$ cat config.mk
export PLATFORM = sky130hd
export DESIGN_NAME = supply_short_diag_sequencer_top
export DESIGN_NICKNAME = d
export VERILOG_FILES = /design/src/hdl/ssdiag_pkg.sv /design/src/hdl/ssdiag_cfg.sv /design/src/hdl/ssdiag_core.sv /design/src/hdl/supply_short_diag_sequencer_top.sv
export VERILOG_INCLUDE_DIRS = /design/src /design/src/hdl
export SDC_FILE = /design/constraint.sdc
export NUM_CORES = 1
export LEC_CHECK = 0
export BUFFER_PORTS_ARGS = -buffer_cell sky130_fd_sc_hd__buf_2
export CORE_MARGIN = 5
export CORE_UTILIZATION = 30
export DETAILED_ROUTE_END_ITERATION = 6
export PLACE_DENSITY_LB_ADDON = 0.08
export SYNTH_ARGS = -nofsm -noshare
export SYNTH_HDL_FRONTEND = slang
export SYNTH_SLANG_ARGS = --single-unit
$ cat constraint.sdc
create_clock -name clk -period 9.8 [get_ports clk]
set_clock_uncertainty 0.2 [all_clocks]
set_input_delay 1.96 -clock clk [delete_from_list [all_inputs] [get_ports clk]]
set_output_delay 1.96 -clock clk [all_outputs]
set_load 0.005 [all_outputs]
$ cat src/hdl/supply_short_diag_sequencer_top_macros.svh
// Assertion macros shared by the supply short diagnosis sequencer RTL.
// No dependencies; included by the files that carry assertions.
`ifndef SUPPLY_SHORT_DIAG_SEQUENCER_TOP_MACROS_SVH
`define SUPPLY_SHORT_DIAG_SEQUENCER_TOP_MACROS_SVH

`ifndef ASSERT_OFF
// expr holds on every clock outside reset
`define SSDIAG_ASSERT_ALWAYS(lbl, clk, rst, expr) \
  lbl: assert property (@(posedge clk) disable iff (rst) (expr)) \
    else $error("assertion failed");
// ante in this cycle implies cons in the same cycle
`define SSDIAG_ASSERT_IMP(lbl, clk, rst, ante, cons) \
  lbl: assert property (@(posedge clk) disable iff (rst) (ante) |-> (cons)) \
    else $error("assertion failed");
// ante in this cycle implies cons in the next cycle
`define SSDIAG_ASSERT_NEXT(lbl, clk, rst, ante, cons) \
  lbl: assert property (@(posedge clk) disable iff (rst) (ante) |=> (cons)) \
    else $error("assertion failed");
`else
`define SSDIAG_ASSERT_ALWAYS(lbl, clk, rst, expr)
`define SSDIAG_ASSERT_IMP(lbl, clk, rst, ante, cons)
`define SSDIAG_ASSERT_NEXT(lbl, clk, rst, ante, cons)
`endif

`endif

$ cat src/hdl/ssdiag_pkg.sv
// Shared types and constants for the supply short diagnosis sequencer.
// No dependencies.
`timescale 1ns / 1ps

package ssdiag_pkg;

  localparam int SAMPLE_BITS = 12;
  localparam int LEVEL_W     = 12;
  localparam int CNT_W       = 16;
  localparam int TICK_W      = 4;
  localparam int CFG_IDX_W   = 3;
  localparam int CFG_DATA_W  = 16;

  localparam logic [TICK_W-1:0]  CHECK_INTERVAL = 4'd1;
  localparam logic [TICK_W-1:0]  TICK_MAX       = '1;
  localparam logic [CNT_W-1:0]   CNT_MAX        = '1;
  localparam logic [LEVEL_W-1:0] SAMPLE_MASK    = LEVEL_W'((32'd1 << SAMPLE_BITS) - 32'd1);

  // configuration register indexes
  localparam logic [CFG_IDX_W-1:0] REG_DIAG_LOW      = 3'd0;
  localparam logic [CFG_IDX_W-1:0] REG_DIAG_HIGH     = 3'd1;
  localparam logic [CFG_IDX_W-1:0] REG_BATT_LEVEL    = 3'd2;
  localparam logic [CFG_IDX_W-1:0] REG_BATT_COUNT    = 3'd3;
  localparam logic [CFG_IDX_W-1:0] REG_GND_LEVEL     = 3'd4;
  localparam logic [CFG_IDX_W-1:0] REG_GND_COUNT     = 3'd5;
  localparam logic [CFG_IDX_W-1:0] REG_WINDOW_CHECKS = 3'd6;
  localparam logic [CFG_IDX_W-1:0] REG_SOFT_TICKS    = 3'd7;

  typedef enum logic [1:0] {
    DRIVE_OFF  = 2'd0,
    DRIVE_HALF = 2'd1,
    DRIVE_FULL = 2'd2
  } drive_t;

  typedef enum logic [1:0] {
    PHASE_BATTERY = 2'd0,
    PHASE_SOFT    = 2'd1,
    PHASE_GROUND  = 2'd2
  } phase_t;

  typedef struct packed {
    logic [LEVEL_W-1:0] diag_low;
    logic [LEVEL_W-1:0] diag_high;
    logic [LEVEL_W-1:0] batt_level;
    logic [CNT_W-1:0]   batt_count;
    logic [LEVEL_W-1:0] gnd_level;
    logic [CNT_W-1:0]   gnd_count;
    logic [CNT_W-1:0]   window_checks;
    logic [CNT_W-1:0]   soft_ticks;
  } cfg_t;

  typedef struct packed {
    drive_t drive;
    logic   heater;
    logic   power;
    logic   batt_pend;
    logic   batt_fault;
    logic   gnd_pend;
    logic   gnd_fault;
    phase_t phase;
  } res_t;

  function automatic logic [CNT_W-1:0] sat_inc(input logic [CNT_W-1:0] v);
    return (v != CNT_MAX) ? v + CNT_W'(1) : v;
  endfunction

endpackage

$ cat src/hdl/ssdiag_cfg.sv
// Configuration register file: eight write-only registers with reset values.
// Depends on ssdiag_pkg.
`timescale 1ns / 1ps

module ssdiag_cfg
  import ssdiag_pkg::*;
(
  input  logic                  clk,
  input  logic                  rst,
  input  logic                  wr_en,
  input  logic [CFG_IDX_W-1:0]  wr_index,
  input  logic [CFG_DATA_W-1:0] wr_data,
  output cfg_t                  cfg
);

  cfg_t               regs;
  logic [LEVEL_W-1:0] lvl;

  // level registers keep only the sample bits
  assign lvl = wr_data[LEVEL_W-1:0] & SAMPLE_MASK;

  always_ff @(posedge clk) begin
    if (rst) begin
      regs.diag_low      <= LEVEL_W'(20);
      regs.diag_high     <= LEVEL_W'(814);
      regs.batt_level    <= LEVEL_W'(168);
      regs.batt_count    <= CNT_W'(20);
      regs.gnd_level     <= LEVEL_W'(99);
      regs.gnd_count     <= CNT_W'(80);
      regs.window_checks <= CNT_W'(40);
      regs.soft_ticks    <= CNT_W'(10);
    end else if (wr_en) begin
      unique case (wr_index)
        REG_DIAG_LOW:      regs.diag_low      <= lvl;
        REG_DIAG_HIGH:     regs.diag_high     <= lvl;
        REG_BATT_LEVEL:    regs.batt_level    <= lvl;
        REG_BATT_COUNT:    regs.batt_count    <= wr_data;
        REG_GND_LEVEL:     regs.gnd_level     <= lvl;
        REG_GND_COUNT:     regs.gnd_count     <= wr_data;
        REG_WINDOW_CHECKS: regs.window_checks <= wr_data;
        REG_SOFT_TICKS:    regs.soft_ticks    <= wr_data;
        default: ;
      endcase
    end
  end

  assign cfg = regs;

endmodule

$ cat src/hdl/ssdiag_core.sv
// Sequencer state and the per-tick update: battery window, soft start,
// ground check. Depends on ssdiag_pkg and the assertion macro header.
`timescale 1ns / 1ps
`include "supply_short_diag_sequencer_top_macros.svh"

module ssdiag_core
  import ssdiag_pkg::*;
(
  input  logic               clk,
  input  logic               rst,
  input  logic               step,
  input  cfg_t               cfg,
  input  logic [LEVEL_W-1:0] ign_in,
  input  logic [LEVEL_W-1:0] sup_in,
  output res_t               res_next
);

  logic [TICK_W-1:0] tick, tick_next;
  logic              batt_act, batt_act_next;
  logic [CNT_W-1:0]  batt_done, batt_done_next;
  logic [CNT_W-1:0]  batt_hits, batt_hits_next;
  logic              soft_act, soft_act_next;
  logic [CNT_W-1:0]  soft_cnt, soft_cnt_next;
  logic              gnd_act, gnd_act_next;
  logic [CNT_W-1:0]  gnd_hits, gnd_hits_next;
  drive_t            drive, drive_next;
  logic              heater, heater_next;
  logic              power, power_next;
  logic              bpend, bpend_next;
  logic              bfault, bfault_next;
  logic              gpend, gpend_next;
  logic              gfault, gfault_next;

  logic [LEVEL_W-1:0] ign, sup;
  logic               in_win, due, due_gnd;

  assign ign    = ign_in & SAMPLE_MASK;
  assign sup    = sup_in & SAMPLE_MASK;
  assign in_win = (ign >= cfg.diag_low) && (ign <= cfg.diag_high);
  assign due    = tick >= CHECK_INTERVAL;

  always_comb begin
    tick_next      = (tick != TICK_MAX) ? tick + TICK_W'(1) : tick;
    batt_act_next  = batt_act;
    batt_done_next = batt_done;
    batt_hits_next = batt_hits;
    soft_act_next  = soft_act;
    soft_cnt_next  = soft_cnt;
    gnd_act_next   = gnd_act;
    gnd_hits_next  = gnd_hits;
    drive_next     = drive;
    heater_next    = heater;
    power_next     = power;
    bpend_next     = bpend;
    bfault_next    = bfault;
    gpend_next     = gpend;
    gfault_next    = gfault;
    due_gnd        = due;

    if (batt_act && due) begin
      if (in_win && (sup >= cfg.batt_level)) begin
        batt_hits_next = sat_inc(batt_hits);
        if (batt_hits_next == CNT_W'(1)) bpend_next = 1'b1;
        if (batt_hits_next == cfg.batt_count) bfault_next = 1'b1;
      end else begin
        batt_hits_next = '0;
        bpend_next     = 1'b0;
      end
      batt_done_next = sat_inc(batt_done);
      if (batt_done_next == cfg.window_checks) begin
        batt_act_next = 1'b0;
        soft_act_next = 1'b1;
      end
      tick_next = '0;
      due_gnd   = 1'b0;
    end

    // soft start runs on the handover tick too
    if (soft_act_next) begin
      soft_cnt_next = sat_inc(soft_cnt);
      if (soft_cnt_next == CNT_W'(1)) drive_next = DRIVE_HALF;
      if (soft_cnt_next > cfg.soft_ticks) begin
        drive_next    = DRIVE_FULL;
        soft_act_next = 1'b0;
        heater_next   = 1'b1;
        power_next    = 1'b1;
        gnd_act_next  = 1'b1;
      end
    end

    if (gnd_act_next && due_gnd) begin
      if (in_win && (sup <= cfg.gnd_level)) begin
        gnd_hits_next = sat_inc(gnd_hits);
        if (gnd_hits_next == CNT_W'(1)) gpend_next = 1'b1;
        if (gnd_hits_next == cfg.gnd_count) gfault_next = 1'b1;
      end else begin
        gnd_hits_next = '0;
        gpend_next    = 1'b0;
      end
      tick_next = '0;
    end
  end

  always_ff @(posedge clk) begin
    if (rst) begin
      tick      <= '0;
      batt_act  <= 1'b1;
      batt_done <= '0;
      batt_hits <= '0;
      soft_act  <= 1'b0;
      soft_cnt  <= '0;
      gnd_act   <= 1'b0;
      gnd_hits  <= '0;
      drive     <= DRIVE_OFF;
      heater    <= 1'b0;
      power     <= 1'b0;
      bpend     <= 1'b0;
      bfault    <= 1'b0;
      gpend     <= 1'b0;
      gfault    <= 1'b0;
    end else if (step) begin
      tick      <= tick_next;
      batt_act  <= batt_act_next;
      batt_done <= batt_done_next;
      batt_hits <= batt_hits_next;
      soft_act  <= soft_act_next;
      soft_cnt  <= soft_cnt_next;
      gnd_act   <= gnd_act_next;
      gnd_hits  <= gnd_hits_next;
      drive     <= drive_next;
      heater    <= heater_next;
      power     <= power_next;
      bpend     <= bpend_next;
      bfault    <= bfault_next;
      gpend     <= gpend_next;
      gfault    <= gfault_next;
    end
  end

  always_comb begin
    res_next.drive      = drive_next;
    res_next.heater     = heater_next;
    res_next.power      = power_next;
    res_next.batt_pend  = bpend_next;
    res_next.batt_fault = bfault_next;
    res_next.gnd_pend   = gpend_next;
    res_next.gnd_fault  = gfault_next;
    if (batt_act_next)     res_next.phase = PHASE_BATTERY;
    else if (soft_act_next) res_next.phase = PHASE_SOFT;
    else                    res_next.phase = PHASE_GROUND;
  end

  // exactly one phase is live at any time
  `SSDIAG_ASSERT_ALWAYS(a_one_phase, clk, rst, $onehot({batt_act, soft_act, gnd_act}))
  // latched faults never clear outside reset
  `SSDIAG_ASSERT_NEXT(a_bfault_latch, clk, rst, bfault, bfault)
  `SSDIAG_ASSERT_NEXT(a_gfault_latch, clk, rst, gfault, gfault)
  // ground phase only after full drive and both enables
  `SSDIAG_ASSERT_IMP(a_gnd_powered, clk, rst, gnd_act,
                     (drive == DRIVE_FULL) && heater && power)
  // nothing is driven during the battery window
  `SSDIAG_ASSERT_IMP(a_batt_quiet, clk, rst, batt_act,
                     (drive == DRIVE_OFF) && !heater && !gpend && !gfault)

endmodule

$ cat src/hdl/supply_short_diag_sequencer_top.sv
// A request accepted into the input register has its result registered once the result slot is
// free or being drained (out_valid high after it). Throughput: one request per cycle unless the
// result stalls; the input register takes one more while the result stalls.
// The whole tick update sits between the input register and the result register.
// Reset (rst, synchronous): config registers return to defaults, sequencer to battery window.
// Config writes are always ready and take effect at once.
// Depends on ssdiag_pkg, ssdiag_cfg and ssdiag_core.
`timescale 1ns / 1ps

module supply_short_diag_sequencer_top
  import ssdiag_pkg::*;
(
  input  logic                  clk,
  input  logic                  rst,
  input  logic                  cfg_valid,
  output logic                  cfg_ready,
  input  logic [CFG_IDX_W-1:0]  cfg_index,
  input  logic [CFG_DATA_W-1:0] cfg_data,
  input  logic                  in_valid,
  output logic                  in_ready,
  input  logic [LEVEL_W-1:0]    ignition_level,
  input  logic [LEVEL_W-1:0]    supply_level,
  output logic                  out_valid,
  input  logic                  out_ready,
  output logic [1:0]            drive_mode,
  output logic                  heater_enable,
  output logic                  power_enable,
  output logic                  battery_short_pending,
  output logic                  battery_short_fault,
  output logic                  ground_short_pending,
  output logic                  ground_short_fault,
  output logic [1:0]            phase
);

  cfg_t               cfg;
  res_t               res_next, res;
  logic               in_q_valid;
  logic [LEVEL_W-1:0] ign_q, sup_q;
  logic               advance;

  assign cfg_ready = 1'b1;

  ssdiag_cfg u_cfg (
    .clk      (clk),
    .rst      (rst),
    .wr_en    (cfg_valid),
    .wr_index (cfg_index),
    .wr_data  (cfg_data),
    .cfg      (cfg)
  );

  // input stage moves on when the result slot is free or being drained
  assign advance  = in_q_valid && (!out_valid || out_ready);
  assign in_ready = !in_q_valid || advance;

  always_ff @(posedge clk) begin
    if (rst) begin
      in_q_valid <= 1'b0;
    end else if (in_ready) begin
      in_q_valid <= in_valid;
    end
  end

  always_ff @(posedge clk) begin
    if (in_valid && in_ready) begin
      ign_q <= ignition_level;
      sup_q <= supply_level;
    end
  end

  ssdiag_core u_core (
    .clk      (clk),
    .rst      (rst),
    .step     (advance),
    .cfg      (cfg),
    .ign_in   (ign_q),
    .sup_in   (sup_q),
    .res_next (res_next)
  );

  always_ff @(posedge clk) begin
    if (rst) begin
      out_valid <= 1'b0;
    end else if (advance) begin
      out_valid <= 1'b1;
    end else if (out_ready) begin
      out_valid <= 1'b0;
    end
  end

  always_ff @(posedge clk) begin
    if (advance) begin
      res <= res_next;
    end
  end

  assign drive_mode            = res.drive;
  assign heater_enable         = res.heater;
  assign power_enable          = res.power;
  assign battery_short_pending = res.batt_pend;
  assign battery_short_fault   = res.batt_fault;
  assign ground_short_pending  = res.gnd_pend;
  assign ground_short_fault    = res.gnd_fault;
  assign phase                 = res.phase;

endmodule
==> results.sh <==
export IMPL_cts_setup_buffers=0
export IMPL_finalMaxSlewViolations=0
export IMPL_drt_iter0_drc=654
export IMPL_synthMuxAreaShare=0.0196
export IMPL_fillers=4723
export IMPL_htreeDepth=1
export IMPL_layout_common_cells="295 x nand2_1, 193 x dfxtp_1, 179 x a21oi_1"
export IMPL_postRouteAntennaNets=0
export IMPL_pre_cts_ws_ns=4.90
export IMPL_hp_class="reg2reg"
export IMPL_syn_nets=1770
export IMPL_synth_area_per_cell_um2=8.02
export IMPL_root_buffer="clkbuf_16"
export IMPL_p_per_area_nw_per_um2=146
export IMPL_min_period_ns=4.71
export IMPL_synth_cell_types=90
export IMPL_grt_ovfl_total=0
export IMPL_drt_first_pass_iters=7
export IMPL_rsz0062_at_grt="false"
export IMPL_antenna_found_initial=1
export IMPL_syn_to_final_growth_pct=12.3
export IMPL_initial_utilization=0.301
export IMPL_grt_total_usage=0.170
export IMPL_rows=77
export IMPL_wl_met2_um=19100
export IMPL_clock_sinks=227
export IMPL_synthArstFlopShare=0
export IMPL_dieWidth_um=220
export IMPL_synth_compound_area_frac=0.176
export IMPL_gp_congestion=0.866
export IMPL_ys_flop_type="dfxtp_1"
export IMPL_vias_per_cell=5.10
export IMPL_synth_top_area_share=0.292
export IMPL_finalInstanceArea_um2=14900
export IMPL_hold_violations=0
export IMPL_worst_slack_ns=5.09
export IMPL_wl_met3_um=1530
export IMPL_yosys_warnings=0
export IMPL_multi_input_area_um2=7580
export IMPL_numCtsBuffers=29
export IMPL_total_power_mw=2.18
export IMPL_synth_fa_ha_area_frac=0.0671
export IMPL_post_route_period_util=0.481
export IMPL_yosysSeqAreaShare=0.369
export IMPL_cts_resized_gates=0
export IMPL_dr_max_layer_used="met5"
export IMPL_hpwl_um=29700
export IMPL_peakVddDrop_mv=0.133
export IMPL_cp_max_fo=10
export IMPL_drive_above_1_share=0.0957
export IMPL_core_um2=43900
export IMPL_drc=0
export IMPL_maxCapViolations=0
export IMPL_synth_xor_area_frac=0.0494
export IMPL_leakagePower_nw=5.36
export IMPL_first_global_vias=11200
export IMPL_mostFrequentLayoutCell="nand2_1"
export IMPL_synth_edf_count=34
export IMPL_setup_violations_final=0
export IMPL_clk_pin_slew_ns=0.06
export IMPL_nets=1778
export IMPL_cts_hold_buf=0
export IMPL_critPathKind="reg2reg"
export IMPL_arrival_ns=5.00
export IMPL_maxSlewHeadroom=0.204
export IMPL_synth_seq_cells=227
export IMPL_synth_simple_area_share=0.259
export IMPL_synth_top_family_by_area="simple AND/OR/NAND/NOR gates"
export IMPL_drt_total_wl_um=41500
export IMPL_final_util=0.338
export IMPL_grt_pass1_wl_um=65100
export IMPL_die_area_um2=48500
export IMPL_num_vias=11600
export IMPL_clock_fmax_mhz=212
export IMPL_clockBufferDepth=3
export IMPL_route_layer_met1_wl_um=19800
export IMPL_dpl_instance_area_um2=13900
export IMPL_clkLatencyLatePin_ns=0.57
export IMPL_die_h_um=220
export IMPL_status="complete, no violations"
export IMPL_synth_area_leaders="dfxtp_1 29%, nand2_1 8.4%, edfxtp_1 7.7%, a21oi_1 6.8%, ha_1 6.7%"
export IMPL_worstPathRequired_ns=10.08
export IMPL_grt_max_degree=72
export IMPL_numPortBuffers=59
export IMPL_startpoint_type="flip-flop"
export IMPL_syn_area_um2=13200
export IMPL_worst_pin_slew_ns=1.18
export IMPL_setup_tns_ns=0
export IMPL_synthCells=1651
export IMPL_cts_tree="built"
export IMPL_crit_path_end_kind="flip-flop"
export IMPL_wire_per_inst_um=18.2
export IMPL_io_pins=61
export IMPL_layout_area_seq_um2=4880
export IMPL_yosys_area_top_type="dfxtp_1"
synthesized netlist by cell type, types with 8 or more instances:
library cell / n
nand3_1: 61
nor2b_1: 21
a211oi_1: 14
clkbuf_1: 57
dfxtp_1: 193
a21o_1: 14
buf_2: 13
and3_1: 11
a31oi_1: 12
o211ai_1: 23
clkbuf_2: 14
edfxtp_1: 34
nor4_1: 19
or4_1: 10
o21ai_0: 46
nand2b_1: 20
o21a_1: 12
and2_1: 11
xnor2_1: 39
a21oi_1: 179
nand2_1: 295
nor2_1: 100
nand3b_1: 9
mux2_2: 8
inv_1: 88
ha_1: 71
nor3_1: 39
mux2i_1: 17
xor2_1: 33
or3_1: 19
nand4_1: 32
and4_1: 8
cell type report:
cell class                 count  area share
sequential                   227       0.329
tap                          592      0.0498
timing repair buffer          74      0.0279
clock buffer                  46      0.0571
clock inverter                 8     0.00480
inverter                      88      0.0222
multi-input combinational   1239       0.510
antenna                        1    0.000168
layer usage:
layer,vias up,track usage
met5,-,0
met4,2,0.0466
met3,58,0.0224
met2,199,0.284
met1,5474,0.232
li1,5872,-
metrics by stage:
stage	instances	hold slack, ns
after detailed placement	2220	0.247
after CTS	2274	0.255
after global routing	2274	0.277
after global placement	2220	0.242
after floorplan	1651	0.231
final	2275	0.253
path summary, 6_finish.rpt:
| check | depth (start not counted) | startpoint | slack, ns | endpoint |
|---|---|---|---|---|
| worst max register to register | 14 | u_core.soft_cnt[2] | 5.09 | u_core.gnd_hits[9] |
| worst min-delay path | 2 | u_cfg.cfg[56] | 0.25 | u_cfg.cfg[56] |
| worst max-delay path | 14 | u_core.soft_cnt[2] | 5.09 | u_core.gnd_hits[9] |
| worst min register to register | 2 | u_cfg.cfg[56] | 0.25 | u_cfg.cfg[56] |
where the power goes:
group          internal (mW)  switching, mW  total (mW)
sequential             0.967         0.0143       0.981
clock                  0.617          0.423        1.04
combinational         0.0525          0.102       0.154
total                   1.64          0.539        2.18
cell families after synthesis:
| family | after synthesis |
|---|---|
| other cells | 1 |
| xor+xnor | 73 |
| simple gates | 694 |
| fa+ha+maj | 71 |
| compound gates | 375 |
| buf+inv | 185 |
| flops | 227 |
| mux | 25 |
registers in the layout, summed over array words and instances, names as in the netlist, 2 cells and up:
register	flops
drive_mode	2
ign_q	12
phase	2
sup_q	12
u_cfg.cfg	112
u_core.batt_done	16
u_core.batt_hits	16
u_core.drive	2
u_core.gnd_hits	16
u_core.soft_cnt	16
u_core.tick	4
critical path, cell delays in order (launching register included):
cell     delay, ns
dfxtp_1       0.48
nand4_1       0.16
or4_1         0.60
o21ai_0       0.40
nor3_1        0.10
xor2_1        0.19
ha_1          0.31
nand4_1       0.13
nor4_1        0.35
a211o_1       0.18
o21a_1        0.37
a31o_2        0.41
and2_0        0.45
nand3_1       0.14
a21oi_1       0.15
No activity file was read; power rests on OpenSTA's default activity.
